<file path="config.mk">
export PLATFORM = sky130hd
export DESIGN_NAME = sleep_delta_queue_core_flat
export DESIGN_NICKNAME = d
export VERILOG_FILES = /design/src/sdq_pkg.sv /design/src/sdq_req_if.sv /design/src/sdq_rsp_if.sv /design/src/sdq_ram.sv /design/src/sleep_delta_queue_core.sv /design/src/flat_wrapper.sv
export VERILOG_INCLUDE_DIRS = /design/src /design/src/src
export SDC_FILE = /design/constraint.sdc
export NUM_CORES = 1
export LEC_CHECK = 0
export BUFFER_PORTS_ARGS = -buffer_cell sky130_fd_sc_hd__clkbuf_2
export CAP_MARGIN = 25
export CORE_MARGIN = 1.5
export CORE_UTILIZATION = 51
export CTS_CLUSTER_SIZE = 40
export DETAILED_ROUTE_END_ITERATION = 10
export PLACE_DENSITY = 0.71
export SYNTH_ARGS = -nofsm -noshare
export SYNTH_HDL_FRONTEND = slang
export SYNTH_HIERARCHICAL = 1
export SYNTH_SLANG_ARGS = --single-unit
</file>
<file path="constraint.sdc">
create_clock -name clk -period 11.2 [get_ports clk]
set_input_delay 3.36 -clock clk [delete_from_list [all_inputs] [get_ports clk]]
set_output_delay 3.36 -clock clk [all_outputs]
set_load 0.01 [all_outputs]
</file>
<file path="src/sleep_delta_queue_core_assert.svh">
// ----------------------------------------------------------------------------
// Assertion macros for the sleep delta queue
// Shared helpers for concurrent checks, clocked on clk with rst_n as reset.
// ----------------------------------------------------------------------------
`ifndef SLEEP_DELTA_QUEUE_CORE_ASSERT_SVH
`define SLEEP_DELTA_QUEUE_CORE_ASSERT_SVH

// Same-cycle implication.
`define SDQ_ASSERT_NOW(label, ante, cons, msg) \
    label: assert property (@(posedge clk) disable iff (!rst_n) (ante) |-> (cons)) \
        else $error(msg);

// Next-cycle implication.
`define SDQ_ASSERT_NEXT(label, ante, cons, msg) \
    label: assert property (@(posedge clk) disable iff (!rst_n) (ante) |=> (cons)) \
        else $error(msg);

`endif

</file>
<file path="src/sdq_pkg.sv">
// ----------------------------------------------------------------------------
// Sleep delta queue package
// Shared constants, codes and the stored entry type.
// ----------------------------------------------------------------------------
package sdq_pkg;

    localparam int MAX_SLEEPERS_DEF = 16;
    localparam int TID_W            = 8;
    localparam int DELTA_W          = 16;

    localparam logic CMD_SLEEP = 1'b0;
    localparam logic CMD_TICK  = 1'b1;

    localparam logic STATUS_WOKEN  = 1'b0;
    localparam logic STATUS_REJECT = 1'b1;

    typedef struct packed {
        logic [TID_W-1:0]   thread;
        logic [DELTA_W-1:0] delta;
    } entry_t;

endpackage

</file>
<file path="src/sdq_req_if.sv">
// ----------------------------------------------------------------------------
// Sleep delta queue request channel
// Carries sleep and tick commands with a valid/ready handshake.
// ----------------------------------------------------------------------------
interface sdq_req_if;

    logic                         valid;
    logic                         ready;
    logic                         cmd;
    logic [sdq_pkg::TID_W-1:0]    thread_id;
    logic [sdq_pkg::DELTA_W-1:0]  sleep_ticks;

    modport source (output valid, cmd, thread_id, sleep_ticks, input ready);
    modport sink   (input valid, cmd, thread_id, sleep_ticks, output ready);

endinterface

</file>
<file path="src/sdq_rsp_if.sv">
// ----------------------------------------------------------------------------
// Sleep delta queue result channel
// Carries woken or rejected thread ids with a valid/ready handshake.
// ----------------------------------------------------------------------------
interface sdq_rsp_if;

    logic                       valid;
    logic                       ready;
    logic [sdq_pkg::TID_W-1:0]  woken_thread;
    logic                       status;
    logic                       last;

    modport source (output valid, woken_thread, status, last, input ready);
    modport sink   (input valid, woken_thread, status, last, output ready);

endinterface

</file>
<file path="src/sdq_ram.sv">
// ----------------------------------------------------------------------------
// Sleep delta queue entry memory
// One write port and one read port, read data registered.
// ----------------------------------------------------------------------------
module sdq_ram #(
    parameter int DEPTH = sdq_pkg::MAX_SLEEPERS_DEF,
    parameter int AW    = (DEPTH > 1) ? $clog2(DEPTH) : 1
) (
    input  logic              clk,
    input  logic              we,
    input  logic [AW-1:0]     waddr,
    input  sdq_pkg::entry_t   wdata,
    input  logic [AW-1:0]     raddr,
    output sdq_pkg::entry_t   rdata
);

    sdq_pkg::entry_t mem [DEPTH];
    sdq_pkg::entry_t rdata_reg;

    always_ff @(posedge clk)
    begin
        if (we)
        begin
            mem[waddr] <= wdata;
        end
        rdata_reg <= mem[raddr];
    end

    assign rdata = rdata_reg;

endmodule

</file>
<file path="src/sleep_delta_queue_core.sv">
// Sequencing: a sleep holds the request channel while it walks the entries, moves
// entries back and inserts; a tick checks the head entry, then decrements it or
// wakes each zero-delta thread in turn, and a reject sends one result; wakes and
// rejects also wait while the result channel stalls. One request is handled at a
// time; the entry memory has a registered read.
// Reset: asynchronous, clears the queue to empty; the memory holds no reset.
// ----------------------------------------------------------------------------
// Sleep delta queue core
// Delta-list timer queue of thread ids kept as a ring in one entry memory.
// ----------------------------------------------------------------------------
module sleep_delta_queue_core #(
    parameter int MAX_SLEEPERS = sdq_pkg::MAX_SLEEPERS_DEF
) (
    input  logic   clk,
    input  logic   rst_n,
    sdq_req_if.sink   req,
    sdq_rsp_if.source rsp
);

    `include "sleep_delta_queue_core_assert.svh"

    localparam int AW  = (MAX_SLEEPERS > 1) ? $clog2(MAX_SLEEPERS) : 1;
    localparam int AW1 = AW + 1;
    localparam int CW  = $clog2(MAX_SLEEPERS + 1);

    typedef enum logic [6:0] {
        ST_IDLE   = 7'b0000001,
        ST_WALK   = 7'b0000010,
        ST_SHIFT  = 7'b0000100,
        ST_INSERT = 7'b0001000,
        ST_TCHK   = 7'b0010000,
        ST_TNEXT  = 7'b0100000,
        ST_REJ    = 7'b1000000
    } state_t;

    state_t                          state_reg, state_next;
    logic [AW-1:0]                   head_reg, head_next;
    logic [CW-1:0]                   count_reg, count_next;
    logic [CW-1:0]                   pos_reg, pos_next;
    logic [CW-1:0]                   k_reg, k_next;
    logic [sdq_pkg::DELTA_W-1:0]     rest_reg, rest_next;
    logic [sdq_pkg::TID_W-1:0]       tid_reg, tid_next;
    logic [sdq_pkg::TID_W-1:0]       pend_reg, pend_next;

    logic                            out_valid_reg, out_valid_next;
    logic [sdq_pkg::TID_W-1:0]       out_thread_reg, out_thread_next;
    logic                            out_status_reg, out_status_next;
    logic                            out_last_reg, out_last_next;

    logic                            we;
    logic [AW-1:0]                   waddr, raddr;
    sdq_pkg::entry_t                 wdata, rdata;
    logic                            slot_free;
    logic                            more;

    // Ring position of logical slot x.
    function automatic logic [AW-1:0] phys(input logic [AW-1:0] hd, input logic [CW-1:0] x);
        logic [AW1-1:0] s;
        s = {1'b0, hd} + AW1'(x);
        if (s >= AW1'(MAX_SLEEPERS))
        begin
            s = s - AW1'(MAX_SLEEPERS);
        end
        return s[AW-1:0];
    endfunction

    sdq_ram #(
        .DEPTH (MAX_SLEEPERS),
        .AW    (AW)
    ) u_ram (
        .clk   (clk),
        .we    (we),
        .waddr (waddr),
        .wdata (wdata),
        .raddr (raddr),
        .rdata (rdata)
    );

    assign slot_free = !out_valid_reg || rsp.ready;
    assign req.ready = (state_reg == ST_IDLE);
    assign more      = (pos_reg < count_reg) && (rdata.delta == '0);

    always_comb
    begin
        state_next      = state_reg;
        head_next       = head_reg;
        count_next      = count_reg;
        pos_next        = pos_reg;
        k_next          = k_reg;
        rest_next       = rest_reg;
        tid_next        = tid_reg;
        pend_next       = pend_reg;
        out_valid_next  = out_valid_reg && !rsp.ready;
        out_thread_next = out_thread_reg;
        out_status_next = out_status_reg;
        out_last_next   = out_last_reg;
        we              = 1'b0;
        waddr           = phys(head_reg, pos_reg);
        wdata           = rdata;
        raddr           = phys(head_reg, pos_reg);

        case (state_reg)
            ST_IDLE:
            begin
                raddr = head_reg;
                if (req.valid)
                begin
                    pos_next = '0;
                    if (req.cmd == sdq_pkg::CMD_SLEEP)
                    begin
                        tid_next  = req.thread_id;
                        rest_next = (req.sleep_ticks == '0) ? sdq_pkg::DELTA_W'(1)
                                                             : req.sleep_ticks;
                        if (count_reg == CW'(MAX_SLEEPERS))
                        begin
                            state_next = ST_REJ;
                        end
                        else
                        begin
                            state_next = ST_WALK;
                        end
                    end
                    else if (count_reg != '0)
                    begin
                        state_next = ST_TCHK;
                    end
                end
            end
            ST_WALK:
            begin
                if ((pos_reg < count_reg) && (rest_reg >= rdata.delta))
                begin
                    rest_next = rest_reg - rdata.delta;
                    pos_next  = pos_reg + CW'(1);
                    raddr     = phys(head_reg, pos_reg + CW'(1));
                end
                else if (pos_reg == count_reg)
                begin
                    state_next = ST_INSERT;
                end
                else
                begin
                    k_next     = count_reg;
                    raddr      = phys(head_reg, count_reg - CW'(1));
                    state_next = ST_SHIFT;
                end
            end
            ST_SHIFT:
            begin
                // Move slot k-1 to slot k; the old occupant of the insert slot
                // gives up the new sleeper's remaining delay.
                we    = 1'b1;
                waddr = phys(head_reg, k_reg);
                if ((k_reg - CW'(1)) == pos_reg)
                begin
                    wdata.delta = rdata.delta - rest_reg;
                    state_next  = ST_INSERT;
                end
                else
                begin
                    raddr  = phys(head_reg, k_reg - CW'(2));
                    k_next = k_reg - CW'(1);
                end
            end
            ST_INSERT:
            begin
                we           = 1'b1;
                wdata.thread = tid_reg;
                wdata.delta  = rest_reg;
                count_next   = count_reg + CW'(1);
                state_next   = ST_IDLE;
            end
            ST_TCHK:
            begin
                if (rdata.delta > sdq_pkg::DELTA_W'(1))
                begin
                    we          = 1'b1;
                    waddr       = head_reg;
                    wdata.delta = rdata.delta - sdq_pkg::DELTA_W'(1);
                    state_next  = ST_IDLE;
                end
                else
                begin
                    pend_next  = rdata.thread;
                    pos_next   = CW'(1);
                    raddr      = phys(head_reg, CW'(1));
                    state_next = ST_TNEXT;
                end
            end
            ST_TNEXT:
            begin
                // The pending thread goes out once we know whether another
                // zero-delta entry follows it.
                if (slot_free)
                begin
                    out_valid_next  = 1'b1;
                    out_thread_next = pend_reg;
                    out_status_next = sdq_pkg::STATUS_WOKEN;
                    out_last_next   = !more;
                    if (more)
                    begin
                        pend_next = rdata.thread;
                        pos_next  = pos_reg + CW'(1);
                        raddr     = phys(head_reg, pos_reg + CW'(1));
                    end
                    else
                    begin
                        head_next  = phys(head_reg, pos_reg);
                        count_next = count_reg - pos_reg;
                        state_next = ST_IDLE;
                    end
                end
            end
            ST_REJ:
            begin
                if (slot_free)
                begin
                    out_valid_next  = 1'b1;
                    out_thread_next = tid_reg;
                    out_status_next = sdq_pkg::STATUS_REJECT;
                    out_last_next   = 1'b1;
                    state_next      = ST_IDLE;
                end
            end
            default:
            begin
                state_next = ST_IDLE;
            end
        endcase
    end

    always_ff @(posedge clk or negedge rst_n)
    begin
        if (!rst_n)
        begin
            state_reg     <= ST_IDLE;
            head_reg      <= '0;
            count_reg     <= '0;
            out_valid_reg <= 1'b0;
        end
        else
        begin
            state_reg     <= state_next;
            head_reg      <= head_next;
            count_reg     <= count_next;
            out_valid_reg <= out_valid_next;
        end
    end

    always_ff @(posedge clk)
    begin
        pos_reg        <= pos_next;
        k_reg          <= k_next;
        rest_reg       <= rest_next;
        tid_reg        <= tid_next;
        pend_reg       <= pend_next;
        out_thread_reg <= out_thread_next;
        out_status_reg <= out_status_next;
        out_last_reg   <= out_last_next;
    end

    assign rsp.valid        = out_valid_reg;
    assign rsp.woken_thread = out_thread_reg;
    assign rsp.status       = out_status_reg;
    assign rsp.last         = out_last_reg;

    `SDQ_ASSERT_NOW(a_count_bound, 1'b1, count_reg <= CW'(MAX_SLEEPERS), "queue count overflow")
    `SDQ_ASSERT_NEXT(a_insert_grows, state_reg == ST_INSERT, count_reg == $past(count_reg) + CW'(1), "insert did not grow queue")
    `SDQ_ASSERT_NEXT(a_wake_shrinks, (state_reg == ST_TNEXT) && slot_free && !more, count_reg < $past(count_reg), "wake did not shrink queue")
    `SDQ_ASSERT_NOW(a_reject_last, rsp.valid && (rsp.status == sdq_pkg::STATUS_REJECT), rsp.last, "reject result not marked last")

endmodule

</file>
<file path="src/flat_wrapper.sv">
// flat-port wrapper written by rule: the top's interface ports become plain ports
module sleep_delta_queue_core_flat 
#(
    parameter int MAX_SLEEPERS = sdq_pkg::MAX_SLEEPERS_DEF
)
  (clk, rst_n, req_valid, req_cmd, req_thread_id, req_sleep_ticks, req_ready, rsp_valid, rsp_woken_thread, rsp_status, rsp_last, rsp_ready);
  sdq_req_if req_i ();
  sdq_rsp_if rsp_i ();
  input  logic clk;
  input  logic rst_n;
  input wire logic [$bits(req_i.valid)-1:0] req_valid;
  input wire logic [$bits(req_i.cmd)-1:0] req_cmd;
  input wire logic [$bits(req_i.thread_id)-1:0] req_thread_id;
  input wire logic [$bits(req_i.sleep_ticks)-1:0] req_sleep_ticks;
  output wire logic [$bits(req_i.ready)-1:0] req_ready;
  output wire logic [$bits(rsp_i.valid)-1:0] rsp_valid;
  output wire logic [$bits(rsp_i.woken_thread)-1:0] rsp_woken_thread;
  output wire logic [$bits(rsp_i.status)-1:0] rsp_status;
  output wire logic [$bits(rsp_i.last)-1:0] rsp_last;
  input wire logic [$bits(rsp_i.ready)-1:0] rsp_ready;
  assign req_i.valid = req_valid;
  assign req_i.cmd = req_cmd;
  assign req_i.thread_id = req_thread_id;
  assign req_i.sleep_ticks = req_sleep_ticks;
  assign req_ready = req_i.ready;
  assign rsp_valid = rsp_i.valid;
  assign rsp_woken_thread = rsp_i.woken_thread;
  assign rsp_status = rsp_i.status;
  assign rsp_last = rsp_i.last;
  assign rsp_i.ready = rsp_ready;
  sleep_delta_queue_core #(.MAX_SLEEPERS(MAX_SLEEPERS)) u_core (.clk(clk), .rst_n(rst_n), .req(req_i), .rsp(rsp_i));
endmodule
</file>
---- Word level (Yosys, flattened, before mapping) ----
Memories as Yosys holds them, arrays and structs flattened. A register that Yosys moved wholly into a read port is not among the register bits.
Index checks and enable logic that the tools add are counted.
Widths: inputs -> output; s select.
storage, ports and cells
  latch bits .............................. 0
  output and inout port bits .............. 12
  register bits ........................... 69
  bits of input ports ..................... 29
  memories kept ........................... 1
  ROM bits ................................ 0
  word-level logic and storage cells ...... 162
  memory bits (writable) .................. 384
memories
  name              depth  bits a word  rd ports  clocked after memory_dff  wr ports  RTL line       RTL
  u_core.u_ram.mem  16     24           1         1                         1         sdq_ram.sv:17  sdq_pkg::entry_t mem [DEPTH];
cells by class
  add/subtract/negate cells ............... 21
  reduce and logical (&&, ||, !) cells .... 27
  shift-type cells ........................ 0
  $lt $le $gt $ge ......................... 9
  multiplexer cells ....................... 67
  multipliers ............................. 0
  divide/modulo/power cells ............... 0
  eq/ne operators ......................... 23
  bitwise logic cells ..................... 2
operator list
  operator               number
  $mux 16                6
  $mux 7                 9
  $mux 4                 14
  $mux 5                 10
  $mux 8                 6
  $pmux 16 s3            1
  $pmux 7 s6             1
  $logic_not 16->1       2
  $pmux 16 s2            1
  $pmux 8 s2             2
  $sub 16x16->16         2
  $ge 5x5->1 const B     6
  $add 4x5->5            5
  $sub 4x1->4 const B    6
  $pmux 4 s5             1
  $pmux 5 s2             2
  $pmux 5 s4             1
  $ge 16x16->1           1
  $gt 16x1->1 const B    1
  $sub 16x1->16 const B  1
  $ne 2x2->1 const B     7
  $reduce_and 3->1       4
  $reduce_and 4->1       3
  $add 5x1->5 const B    2
  other kinds (30)       55

---- Logic depth before layout (Yosys ltp) ----
  depth in word-level cells ............... 7
  depth in mapped cells ................... 16
  gate-level depth less buffers ........... 13

---- Cells and area by module ----
Netlist, hierarchy kept.
by module, submodules not included
  module                  instances  area an instance (sq um)  cells an instance
  sdq_ram                 1          14930.6                   636
  sleep_delta_queue_core  1          6680.2                    777

---- Least setup slack after synthesis ----
No wires, ideal clock.
  path type ............................... input-to-reg
  start ................................... input rsp_ready
  end ..................................... register u_core/u_ram/rdata[10] (netlist name)
  slack ................................... 5.734 ns
  cell stages on the path ................. 9
  required time ........................... 11.080 ns
  data arrival time ....................... 5.346 ns
  path buffers ............................ 2
  cells stage by stage .................... or2b_1 > a21oi_1 > nor3_1 > a21oi_1 > clkbuf_1 > buf_2 > mux4_2 > a22oi_1 > nand2_1
between the ends
  longest elaborated chain between the ends .. 3
RTL lines
  item                 RTL line                       RTL
  from (decl)          flat_wrapper.sv:20             input wire logic [$bits(rsp_i.ready)-1:0] rsp_ready;
  $logic_or 1x1->1     sleep_delta_queue_core.sv:79   assign slot_free = !out_valid_reg || rsp.ready;
  $mux 4               sleep_delta_queue_core.sv:194  if (slot_free)
  $pmux 4 s5           sleep_delta_queue_core.sv:102  case (state_reg)
  via u_core.raddr[0]  sleep_delta_queue_core.sv:51   logic [AW-1:0] waddr, raddr;
The timed path passes the listed nets, and every way through them passes these cells.
A chain may end at the register's enable or synchronous reset.

---- Worst setup path in the final report ----
  start ................................... input rsp_ready
  end ..................................... register u_core/u_ram/rdata[0] (netlist name)
between the ends
  longest elaborated chain between the ends .. 3
RTL lines
  item                 RTL line
  $logic_or 1x1->1     sleep_delta_queue_core.sv:79
  $mux 4               sleep_delta_queue_core.sv:194
  $pmux 4 s5           sleep_delta_queue_core.sv:102
  via u_core.raddr[1]  sleep_delta_queue_core.sv:51
The timed path passes the listed nets, and every way through them passes these cells.

==> run summary <==
Final period util: 0.532
cell count after synthesis: 1,413
initial core utilization: 0.516
Hold Path Sink: u_core/pend_reg[5]$_DFFE_PP_
Clock Skew: 0.0136 ns
worst hold path depth: 0
Worst R2R Start: u_core/u_ram/rdata[12]$_DFF_P_
Worst Tran Pin Value: 1.11 ns
estimated wirelength of the detail-placed design: 30,000 um
Row Count: 75
count of input and output buffers: 40
Compound-Gate Fraction of Synth Area: 0.0829
Post-CTS Setup Repair Bufs: 0
clk root buf: clkbuf_16
worst reg2reg setup slack: 6.28 ns
Power Density: 316 mW/mm^2
Synth Area per Inst: 15.3 sq um
Clk pin slew, worst setup/hold paths: 0.06 ns
Static Leak: 8.42 nW
Initial DRT Pass Iterations: 5
Area Overhead vs Synth: 12.1%
Core ar.: 0.0419 sq mm
vias in the first global route: 12,601
most frequent cells in the layout: edfxtp_1 (436), nand2_1 (121), mux4_2 (96)
layout cells sized above 1: 0.199
Cell variety after synth: 87
min Tclk post-route: 5.96 ns
post-synthesis adder-cell area fraction: 0.0416
CTS Buf Count: 47
Die Area: 0.0436 sq mm
CTS tree: yes
remaining global-route overflow: 0
RSZ-0062 raised after global routing: false
Max Slew Vio Count: 0
max reg flops: 384
commonest non-fill, non-tap cell in the layout: edfxtp_1
DR iter-0 viols: 1,165
Synth async-reset ratio: 0.0356
clk buf depth: 3
first-pass GRT wire length: 75,700 um
die height: 209 um
Yosys warning total: 6
ant diodes: 0
Design Area, Final: 0.0242 sq mm
DR WL/cell: 24.4 um
Main synth FF type: edfxtp_1
Worst Path Required: 11.66 ns
Worst R2R End: u_core/u_ram/rdata[0]$_DFF_P_
Post-Syn Area: 0.0216 sq mm
crit-path max FO: 66
PostCTS Resize Cnt: 0
GRT Util Overall: 0.232
Arrival @ worst endpoint: 6.42 ns
setup ws final: 5.24 ns
area leader, netlist: edfxtp_1
IO Pins: 41
Synth Register Bits: 477
Setup TNS: 0 ns
H-tree Lvls: 2
routability cong.: 0.926
status: finished, final reports clean
VDD IR max: 304 uV
top post-synthesis cells by area: edfxtp_1 (61%), mux4_2 (10%), ha_1 (3.4%)
largest family of logic cells by synthesized area: multiplexers
DR vias: 12,619
Layout Utilization: 0.579
clock latency on the worst-skew pair: 0.58 ns
Setup crit end kind: flop
max_cap viols: 0
Seq/Total Area, Yosys: 0.648
Min-Delay Startpoint: u_core/u_ram/rdata[21]$_DFF_P_
# hold bufs at CTS: 0
mux cell area share after synthesis: 0.106
final setup fails: 0
post-detailed-route count of antenna-violating nets: 0
Synth top area share: 0.606
Simple-Gate Fraction of Synth Area: 0.0738
Worst setup SP type: primary input
xor/xnor share of the synthesized area: 0.0206
drt drc: 0
Peak Freq: 0.168 GHz
final WL: 50,100 um
cells on worst reg2reg path: 13
largest net degree at the start of global routing: 67
die width: 209 um
Place WS: 4.05 ns
mean number of vias per cell: 6.16
Max-slew headroom: 0.255
CP Class: primary input to flop
Post-synth EDFFs: 436
net count after synthesis: 1,509
clock sinks: 477
Final #Nets: 1,570
initial antenna violation count: 0
Hold Path Class: flop to flop
Post-DP Area: 0.0226 sq mm
Fin. Hold Viols: 0
==> synth_stat cells, types with 5 or more instances <==
library cell and n:
nor3_2 5, edfxtp_1 436, nor4_1 7, dfxtp_1 24, nand2_1 121, buf_6 8, clkbuf_1 41, o21bai_1 5
o211ai_1 10, a22oi_1 53, nor2b_1 7, o21a_1 10, o21ai_1 5, a21oi_1 44, nor3_1 25, inv_1 70
fa_1 8, nand2b_1 9, buf_2 11, o31ai_1 7, and3_1 7, nor2_1 60, a21o_1 15, a31oi_1 7
mux4_2 96, nand3_1 25, o21ai_0 60, xor2_1 15, a221oi_1 7, nand4_1 8, xnor2_1 28, ha_1 59
mux2_2 10, or3_1 9, dfrtp_1 16
==> report_power, final <==
part           internal, mW  switching, mW  total [mW]
registers              2.41          0.157        2.56
clock network         0.888          0.663        1.55
logic                  1.53           2.01        3.54
total                  4.82           2.83        7.66
==> routing by layer <==
| layer | GRT usage | up-vias | wire length (um) |
|---|---|---|---|
| met3 | 0.0374 | 71 | 3520 |
| met2 | 0.383 | 487 | 24500 |
| met4 | 0.0652 | 0 | 1140 |
| li1 | - | 5646 | - |
| met5 | 0 | - | 0 |
| met1 | 0.321 | 6415 | 20900 |
==> critical path, stage by stage <==
cell and delay, ns:
clkbuf_2 0.09, or2b_1 0.28, a21oi_1 0.35, or4_1 0.20, o21ai_1 0.06, nand4_1 0.08
buf_4 0.40, buf_4 0.81, mux4_2 0.43, a22oi_1 0.25, nand2_1 0.08
==> kinds of logic (layout without fill, tap and decap cells) <==
group           after synthesis  count (layout)
mux                         108             108
flops                       477             477
buf+inv                     134             230
fa+ha+maj                    67              67
simple gates                316             316
compound gates              265             265
xor+xnor                     46              46
==> stage by stage <==
step | total power [mW] | hold WS, ns | cells
global placement | 5.95 | 0.411 | 1950
CTS | 7.61 | 0.423 | 2042
detailed placement | 6.05 | 0.414 | 1958
finish | 7.66 | 0.423 | 2048
floorplan | 5.19 | 0.404 | 1413
global route | 8.07 | 0.440 | 2048
==> final cells by class <==
cell class / instances / area (sq um)
multi-input combinational: 802 / 7150
sequential: 477 / 14000
clock buffer: 59 / 1250
fill: 3112 / 17600
inverter: 71 / 267
clock inverter: 25 / 267
tap: 539 / 674
timing repair buffer: 75 / 614
==> how the worst max path moves through the flow <==
| stage | end | from | depth (start not counted) |
|---|---|---|---|
| final | u_core/u_ram/rdata[0]$_DFF_P_ | rsp_ready | 11 |
| after global routing | u_core/u_ram/rdata[6]$_DFF_P_ | rsp_ready | 11 |
| after CTS | u_core/u_ram/rdata[14]$_DFF_P_ | rsp_ready | 9 |
| after detailed placement | u_core/u_ram/rdata[14]$_DFF_P_ | rsp_ready | 9 |
| after global placement | u_core/u_ram/rdata[6]$_DFF_P_ | rsp_ready | 9 |
| after floorplan | u_core/u_ram/rdata[10]$_DFF_P_ | rsp_ready | 9 |
Note: power is estimated with default switching activity, not from simulation.
